[config.mk]
export PLATFORM = sky130hd
export DESIGN_NAME = key_press_hold_classifier
export DESIGN_NICKNAME = d
export VERILOG_FILES = /design/src/kphc_pkg.sv /design/src/key_press_hold_classifier.sv
export SDC_FILE = /design/constraint.sdc
export NUM_CORES = 1
export LEC_CHECK = 0
export ABC_AREA = 1
export BUFFER_PORTS_ARGS = -buffer_cell sky130_fd_sc_hd__clkbuf_2
export CAP_MARGIN = 0
export CORE_UTILIZATION = 50
export CTS_CLUSTER_SIZE = 20
export DETAILED_ROUTE_END_ITERATION = 12
export HOLD_SLACK_MARGIN = 0.15
export PLACE_DENSITY = 0.67
export SETUP_SLACK_MARGIN = 0.02
export SKIP_LAST_GASP = 1
export SYNTH_ARGS = -nofsm -noshare
export SYNTH_HDL_FRONTEND = slang
export SYNTH_SLANG_ARGS = --single-unit
export TNS_END_PERCENT = 1
[constraint.sdc]
create_clock -name clk_i -period 5.1 [get_ports clk_i]
set_input_delay 0 -clock clk_i [delete_from_list [all_inputs] [get_ports clk_i]]
set_output_delay 0 -clock clk_i [all_outputs]
set_load 0.01 [all_outputs]
[src/kphc_pkg.sv]
// Package: shared widths, register codes and record types of the key press hold classifier.
`default_nettype none

package kphc_pkg;

  localparam int unsigned KEY_W = 4;
  localparam int unsigned CNT_W = 16;
  localparam int unsigned FIRST_W = 15;
  localparam int unsigned CFG_IDX_W = 3;
  localparam int unsigned CFG_DATA_W = 16;

  // Configuration register indexes
  typedef enum logic [CFG_IDX_W-1:0] {
    CFG_DEBOUNCE = 3'd0,
    CFG_HOLD_FIRST = 3'd1,
    CFG_HOLD_INTERVAL = 3'd2,
    CFG_HOLD_SHORT = 3'd3,
    CFG_HOLD_LONG = 3'd4,
    CFG_IDLE_TIMEOUT = 3'd5
  } cfg_reg_e;

  // Reset values of the configuration registers
  localparam logic [CNT_W-1:0] RST_DEBOUNCE = 16'd1;
  localparam logic [FIRST_W-1:0] RST_HOLD_FIRST = 15'd25;
  localparam logic [FIRST_W-1:0] RST_HOLD_INTERVAL = 15'd25;
  localparam logic [CNT_W-1:0] RST_HOLD_SHORT = 16'd1;
  localparam logic [CNT_W-1:0] RST_HOLD_LONG = 16'd3;
  localparam logic [CNT_W-1:0] RST_IDLE_TIMEOUT = 16'd50;

  // Per-key state record held in the key memory
  typedef struct packed {
    logic             last;
    logic [CNT_W-1:0] press;
    logic [CNT_W-1:0] holds;
    logic [CNT_W-1:0] idle;
  } kphc_entry_t;

  // Event flags of one result item
  typedef struct packed {
    logic short_press;
    logic hold_repeat;
    logic hold_short;
    logic hold_long;
    logic idle_timeout;
  } kphc_flags_t;

endpackage

`default_nettype wire

[src/key_press_hold_classifier.sv]
// Top level: per-key short press, hold repeat and idle timeout classifier over a key memory.
//
//  channel | direction | handshake                | payload
//  --------+-----------+--------------------------+------------------------------------------
//  in      | sink      | in_valid_i / in_stall_o  | key_index_i, key_level_i
//  out     | source    | out_valid_o / out_stall_i| event_key_o, five event flags
//  cfg     | sink      | cfg_we_i                 | cfg_idx_i, cfg_wdata_i
//
// One item per cycle unless the output stalls; items pass stage 1, then the output register.
// Stage 0 reads the key memory (registered), stage 1 updates the entry and writes it back;
// a back-to-back item on the same key takes the just-written entry from a forwarding register.
// Reset clears control state and the per-key valid bits; an entry not yet written reads as zero.
// A stalled output holds stage 1, and in_stall_o rises only while both stages are full.
`default_nettype none

module key_press_hold_classifier #(
  parameter int unsigned KEY_COUNT = 16
) (
  input  wire logic                            clk_i,
  input  wire logic                            rst_ni,
  input  wire logic                            in_valid_i,
  output logic                                 in_stall_o,
  input  wire logic [kphc_pkg::KEY_W-1:0]      key_index_i,
  input  wire logic                            key_level_i,
  output logic                                 out_valid_o,
  input  wire logic                            out_stall_i,
  output logic      [kphc_pkg::KEY_W-1:0]      event_key_o,
  output logic                                 short_press_o,
  output logic                                 hold_repeat_o,
  output logic                                 hold_short_o,
  output logic                                 hold_long_o,
  output logic                                 idle_timeout_o,
  input  wire logic                            cfg_we_i,
  input  wire logic [kphc_pkg::CFG_IDX_W-1:0]  cfg_idx_i,
  input  wire logic [kphc_pkg::CFG_DATA_W-1:0] cfg_wdata_i
);
  import kphc_pkg::*;

  localparam int unsigned AW = (KEY_COUNT > 1) ? $clog2(KEY_COUNT) : 1;

  function automatic logic [CNT_W-1:0] sat_inc(input logic [CNT_W-1:0] v);
    sat_inc = (v == {CNT_W{1'b1}}) ? v : v + 1'b1;
  endfunction

  // Configuration registers
  logic [CNT_W-1:0]   cfg_debounce_q, cfg_short_q, cfg_long_q, cfg_timeout_q;
  logic [FIRST_W-1:0] cfg_first_q, cfg_interval_q;

  always_ff @(posedge clk_i or negedge rst_ni) begin
    if (!rst_ni) begin
      cfg_debounce_q <= RST_DEBOUNCE;
      cfg_first_q    <= RST_HOLD_FIRST;
      cfg_interval_q <= RST_HOLD_INTERVAL;
      cfg_short_q    <= RST_HOLD_SHORT;
      cfg_long_q     <= RST_HOLD_LONG;
      cfg_timeout_q  <= RST_IDLE_TIMEOUT;
    end else if (cfg_we_i) begin
      case (cfg_idx_i)
        CFG_DEBOUNCE:      cfg_debounce_q <= cfg_wdata_i;
        CFG_HOLD_FIRST:    cfg_first_q    <= cfg_wdata_i[FIRST_W-1:0];
        CFG_HOLD_INTERVAL: cfg_interval_q <= cfg_wdata_i[FIRST_W-1:0];
        CFG_HOLD_SHORT:    cfg_short_q    <= cfg_wdata_i;
        CFG_HOLD_LONG:     cfg_long_q     <= cfg_wdata_i;
        CFG_IDLE_TIMEOUT:  cfg_timeout_q  <= cfg_wdata_i;
        default: ;
      endcase
    end
  end

  // Handshake and stage control
  logic s1_vld_q, out_vld_q;
  logic s1_adv, in_acc, wr_en;

  assign s1_adv     = s1_vld_q && (!out_vld_q || !out_stall_i);
  assign in_stall_o = s1_vld_q && out_vld_q && out_stall_i;
  assign in_acc     = in_valid_i && !in_stall_o;

  logic [AW-1:0] in_addr;
  logic          in_range;
  assign in_addr  = AW'(key_index_i);
  assign in_range = (int'(key_index_i) < int'(KEY_COUNT));

  // Stage 1 registers
  logic [KEY_W-1:0] s1_key_q;
  logic [AW-1:0]    s1_addr_q;
  logic             s1_lvl_q, s1_inr_q;
  logic             rd_vld_q, fwd_q;
  kphc_entry_t      rd_ent_q, fwd_ent_q, ent_d;

  assign wr_en = s1_adv && s1_inr_q;

  // Key memory and its valid bits
  kphc_entry_t          mem_q [KEY_COUNT];
  logic [KEY_COUNT-1:0] valid_q;

  always_ff @(posedge clk_i) begin
    if (wr_en) begin
      mem_q[s1_addr_q] <= ent_d;
    end
    if (in_acc) begin
      rd_ent_q <= mem_q[in_addr];
    end
  end

  always_ff @(posedge clk_i or negedge rst_ni) begin
    if (!rst_ni) begin
      valid_q <= '0;
    end else if (wr_en) begin
      valid_q[s1_addr_q] <= 1'b1;
    end
  end

  // Advance stage 1; capture the forwarded entry when the same key follows directly
  always_ff @(posedge clk_i or negedge rst_ni) begin
    if (!rst_ni) begin
      s1_vld_q <= 1'b0;
    end else if (in_acc) begin
      s1_vld_q <= 1'b1;
    end else if (s1_adv) begin
      s1_vld_q <= 1'b0;
    end
  end

  always_ff @(posedge clk_i) begin
    if (in_acc) begin
      s1_key_q  <= key_index_i;
      s1_addr_q <= in_addr;
      s1_lvl_q  <= key_level_i;
      s1_inr_q  <= in_range;
      rd_vld_q  <= valid_q[in_addr];
      fwd_q     <= wr_en && (s1_key_q == key_index_i);
      fwd_ent_q <= ent_d;
    end
  end

  // Update the key entry and raise the event flags
  kphc_entry_t      cur;
  kphc_flags_t      flags_d;
  logic [CNT_W-1:0] limit, first16, p1, h1, i1;

  assign cur     = fwd_q ? fwd_ent_q : (rd_vld_q ? rd_ent_q : '0);
  assign first16 = {1'b0, cfg_first_q};
  assign limit   = first16 + {1'b0, cfg_interval_q};
  assign p1      = sat_inc(cur.press);
  assign h1      = sat_inc(cur.holds);
  assign i1      = sat_inc(cur.idle);

  always_comb begin
    ent_d   = cur;
    flags_d = '0;
    if (s1_inr_q) begin
      ent_d.last = s1_lvl_q;
      if (s1_lvl_q && !cur.last) begin
        // rising edge: restart press and hold counts
        ent_d.press = '0;
        ent_d.holds = '0;
      end else if (s1_lvl_q) begin
        // held: count up, reload on each repeat
        ent_d.press = p1;
        if (p1 >= limit) begin
          ent_d.press         = first16;
          ent_d.holds         = h1;
          flags_d.hold_repeat = 1'b1;
        end
        if (ent_d.press == first16) begin
          flags_d.hold_short = (ent_d.holds == cfg_short_q);
          flags_d.hold_long  = (ent_d.holds == cfg_long_q);
        end
      end else if (cur.last) begin
        // falling edge: classify the press, clear all counts
        flags_d.short_press = (cur.press >= cfg_debounce_q) && (cur.press < limit) &&
                              (cur.holds == '0);
        ent_d.press = '0;
        ent_d.holds = '0;
        ent_d.idle  = '0;
      end else begin
        // released: count idle ticks, restart on timeout
        ent_d.idle = i1;
        if (i1 >= cfg_timeout_q) begin
          flags_d.idle_timeout = 1'b1;
          ent_d.idle           = '0;
        end
      end
    end
  end

  // Output register
  logic [KEY_W-1:0] out_key_q;
  kphc_flags_t      out_flags_q;

  always_ff @(posedge clk_i or negedge rst_ni) begin
    if (!rst_ni) begin
      out_vld_q <= 1'b0;
    end else if (s1_adv) begin
      out_vld_q <= 1'b1;
    end else if (!out_stall_i) begin
      out_vld_q <= 1'b0;
    end
  end

  always_ff @(posedge clk_i) begin
    if (s1_adv) begin
      out_key_q   <= s1_key_q;
      out_flags_q <= flags_d;
    end
  end

  assign out_valid_o    = out_vld_q;
  assign event_key_o    = out_key_q;
  assign short_press_o  = out_flags_q.short_press;
  assign hold_repeat_o  = out_flags_q.hold_repeat;
  assign hold_short_o   = out_flags_q.hold_short;
  assign hold_long_o    = out_flags_q.hold_long;
  assign idle_timeout_o = out_flags_q.idle_timeout;

endmodule

`default_nettype wire

# Word-level counts from Yosys, hierarchy flattened
# Memory sizes are Yosys's and may differ from the RTL's. A register that Yosys moved wholly into a read port is not among the register bits.
# Index checks and enable logic that the tools add are counted.
# word_totals
ram_bits,784
memories,1
regBits,177
wordCells,106
# classes
n_bitwise,4
mux,27
reduce_logical,27
n_eq_ne,13
add_sub_neg,4
n_lt_le_gt_ge,7
# mem_list
name,words,width,read_ports,rd_ports_with_merged_regs,write_ports,line,rtl
mem_q,16,49,1,1,1,key_press_hold_classifier.sv:93,kphc_entry_t mem_q [KEY_COUNT];
# ops
op,count
$mux W32,6
$mux W16,7
$mux W49,2
$add A16 B1 Y16 const B,3
$eq A16 B16 Y1 const B,3
$ge A16 B16 Y1,3
$eq A16 B16 Y1,2
$add A15 B15 Y16,1
$eq A16 B15 Y1,1
$logic_not A16 Y1,1
$lt A16 B16 Y1,1
$or A16 B16 Y16,1
$reduce_and A2 Y1,6
$lt A4 B5 Y1 const B,2
$mux W1,10
$logic_and A1 B1 Y1,9
$reduce_or A3 Y1,3
$eq A3 B2 Y1 const B,2
$eq A3 B3 Y1 const B,2
$bmux W1 S4,1
$demux W1 S4,1
$eq A4 B4 Y1,1
$ge A4 B1 Y1 const B,1
$logic_not A1 Y1,4
7 further kinds,9

# Logic depth before layout (Yosys ltp)
# logic_depth
word_depth,11
ltp_mapped,38

# Worst setup path before layout
# OpenSTA, ideal clock, no wires.
# synth_path
path_kind,register to register
start,reg cfg_first_q[2]
end,"reg fwd_ent_q[37] (netlist name), data pin"
setup_slack_ps,704
setup_time_ps,300
path_stages_with_launch,26
arrival_time_ps,4096
n_path_buf,2
synth_period_minus_slack_ps,4396
required_time_ps,4800
cell_sequence,dfrtp_1 -> ha_1 -> nand3_1 -> nand2_1 -> nand2_1 -> nand2_1 -> a21oi_1 -> o21ai_0 -> nand3_1 -> nand2_1 -> a21oi_1 -> o21bai_1 -> nand3_1 -> nand2_1 -> nand2_1 -> nand2_1 -> o21ai_0 -> ha_1 -> inv_1 -> nor3_1 -> nand2_2 -> nand2_4 -> buf_2 -> buf_2 -> a21oi_1 -> o22ai_1
# synth_rtl
item,line,rtl
start: declaration,key_press_hold_classifier.sv:47,"logic [FIRST_W-1:0] cfg_first_q, cfg_interval_q;"
start signal: assignment,key_press_hold_classifier.sv:60,CFG_HOLD_FIRST: cfg_first_q <= cfg_wdata_i[FIRST_W-1:0];
end signal: assignment,key_press_hold_classifier.sv:132,fwd_ent_q <= ent_d;
end: declaration,key_press_hold_classifier.sv:88,"kphc_entry_t rd_ent_q, fwd_ent_q, ent_d;"

==> reports/results.txt <==
Outcome - complete, no violations
Setup Crit Path Kind - reg -> reg
Synth top area share - 62.0%
Filler Cell Count - 6941
Synth warn - 0
Via density - 5.88
Leak pwr - 17.8 nW
Row cnt - 107
Mean Syn Cell Area - 11.7 um^2
Mapped cell area - 43500 um^2
Max Fclk - 196 MHz
Max Buffers Root-to-Sink - 3
Synth area leaders - edfxtp_1 62%, o21ai_0 6.1%, dfrtp_1 5.7%, nand2_1 4.3%, nor2_1 4.2%
RSZ-0062 raised after global routing - true
Fin Clk Skew - 0.0265 ns
Die Height - 297 um
DR DRC count - 0
Synthesized flop and latch total - 1010
Post-layout instance count excluding filler cells - 5021
First-pass GRT wire length - 172000 um
Worst Setup Start Kind - flip-flop
Cells after synthesis - 3733
Final nets - 3902
Max cap viols - 0
Num CTS Buffers - 99
Hold Path Class - in -> reg
Overall global routing resource usage - 25.8%
CP Buf/Inv Count - 2
Top-level port count - 40
Die Wd - 297 um
Drt pass-1 iters - 6
Final Hold Fails - 0
Area Growth Syn to Fin - 12.3%
Clock Latency Late Sink - 0.68 ns
Starting density of the core - 50.8%
Layout cells sized above 1 - 9.78%
DRT antenna net count - 0
Worst endpoint required time - 5.40 ns
Buffers on Ports - 39
Largest net degree at the start of global routing - 196
Post-synth EDFFs - 898
DR WL/cell - 22.8 um
Setup-failing EPs final - 0
Synth area leader - edfxtp_1
CP top delay family - compound AO/OA/AOI/OAI gates
Post-synthesis sequential area ratio - 68.4%
Setup tns final - 0 ns
Worst relative slew slack - 19.6%
Full die area - 88200 um^2
CTS tree - built
Final Routed Wirelength - 114000 um
Final HPWL DP - 65600 um
VDD IR-drop max - 0.261 mV
Commonest cells in the netlist - 898 x edfxtp_1, 527 x o21ai_0, 504 x nand2_1
GPL Wtd Cong - 0.944
Net count of the mapped netlist - 3841
Crit path time final - 5.10 ns
H-tree depth - 3
Reg clk slew, reported paths - 0.07 ns
Slowest stage delay, CP - 0.90 ns
Initial antenna violation count - 6
Crit-path max FO - 17
Final Max Slew Viols - 0
P per Cell Area - 419 nW/um^2
Final period util - 100%
CTS root buf - clkbuf_16
Iteration-0 DRC Markers - 3462
Most frequent cell after synthesis - edfxtp_1
Via Count - 29500
Post-layout util - 57.1%
CP arrival - 5.40 ns
Core Region - 85700 um^2
Worst Setup End Kind - flip-flop
Placed Cells - 4807
Post-synth ARST share - 11.1%
Netlist cell types - 49
Worst-Margin Slew - 1.21 ns
Vias in the first global route - 27700
Grt ovf - 0
Ys flop type - edfxtp_1
Final hold slack - 0.243 ns
Most frequent CP cell - nand2_1
CTS sink cnt - 1010
Worst path slowest cell - o22ai_1
==> path summary, 6_finish.rpt <==
check	from	end	depth (start not counted)	slack (ns)
max	cfg_first_q[2]	mem_q[10][36]	25	0.001
min	key_index_i[0]	rd_ent_q[28]	5	0.24
max reg2reg	cfg_first_q[2]	mem_q[10][36]	25	0.001
min reg2reg	valid_q[6]	valid_q[6]	2	0.46
max in group asynchronous	rst_ni	cfg_debounce_q[3]	4	3.66
min in group asynchronous	rst_ni	cfg_timeout_q[5]	3	0.40
==> sequential cells by signal (all words and copies together) (netlist names) <==
register        cells
s1_addr_q           4
cfg_long_q         16
cfg_interval_q     15
mem_q             784
out_valid_o         1
hold_long_o         1
s1_vld_q            1
cfg_short_q        16
hold_repeat_o       1
idle_timeout_o      1
rd_vld_q            1
short_press_o       1
rd_ent_q           49
hold_short_o        1
cfg_timeout_q      16
s1_lvl_q            1
fwd_q               1
fwd_ent_q          49
event_key_o         4
cfg_first_q        15
valid_q            16
cfg_debounce_q     16
==> cell type report <==
| cell class | instances | area (um^2) | area share, % |
|---|---|---|---|
| clock buffer | 120 | 2600 | 5.31 |
| tap | 1144 | 1430 | 2.93 |
| sequential | 1010 | 29800 | 60.9 |
| multi-input combinational | 2290 | 12200 | 24.9 |
| inverter | 221 | 847 | 1.73 |
| antenna | 1 | 2.50 | 0.00512 |
| timing repair buffer | 172 | 1460 | 2.99 |
| clock inverter | 63 | 584 | 1.20 |
==> routing by layer <==
layer,vias up,share of wire [%],global-route usage (%)
met5,-,0.024,0
met4,4,2.4,7.39
met3,172,8.6,4.00
met2,1249,46,40.5
met1,14400,43,37.3
li1,13700,-,-
==> timing repair <==
action	4_1_cts	5_1_grt
hold buffers	28	0
buffers inserted	0	0
setup endpoints to repair	51	384
gates resized for setup	1	1
cloned	0	0
hold endpoints to repair	283	0
==> placed cells by master (no fill, tap or decap), types with 78 or more instances in the layout <==
master and count:
o21ai_0 524, dfrtp_1 99, nand2_1 504, edfxtp_1 898
o221ai_1 154, inv_1 204, nor2_1 473, ha_1 78
nand3_1 157, buf_4 94, o22ai_1 78, clkbuf_16 99
==> worst register-to-register path: cells and delay by family, from the launching register on <==
| kind | cells | cell delay, ns |
|---|---|---|
| adder cells (fa/ha/maj) | 2 | 0.75 |
| AND/OR/NAND/NOR | 13 | 1.22 |
| buffers and inverters | 2 | 0.28 |
| flip-flops | 1 | 0.44 |
| AO/OA/AOI/OAI | 8 | 2.04 |
==> metrics by stage <==
| stage | power (W) | instance area [um^2] | worst slack (ns) |
|---|---|---|---|
| 6_report | 0.0205 | 48900 | 0.00137 |
| 5_1_grt | 0.0213 | 48900 | -0.400 |
| 4_1_cts | 0.0205 | 48900 | 0.00300 |
| 3_5_place_dp | 0.0134 | 45400 | -0.000246 |
| 3_3_place_gp | 0.0133 | 45400 | 0.119 |
| 2_1_floorplan | 0.0122 | 43500 | 0.704 |
==> cells by family after synthesis <==
family	count (synthesis)	synth area share [%]
adder cells (fa/ha/maj)	79	2.29
AND/OR/NAND/NOR	1258	12.0
flip-flops	1010	68.4
AO/OA/AOI/OAI	917	12.6
buffers and inverters	433	3.92
XOR/XNOR	36	0.724
==> report_power, final <==
| part | internal (W) | switching, W |
|---|---|---|
| clock | 0.00404 | 0.00312 |
| combinational | 0.00108 | 0.00236 |
| sequential | 0.00967 | 0.000216 |
| total | 0.0148 | 0.00570 |
(Power assumes the default switching activity.)
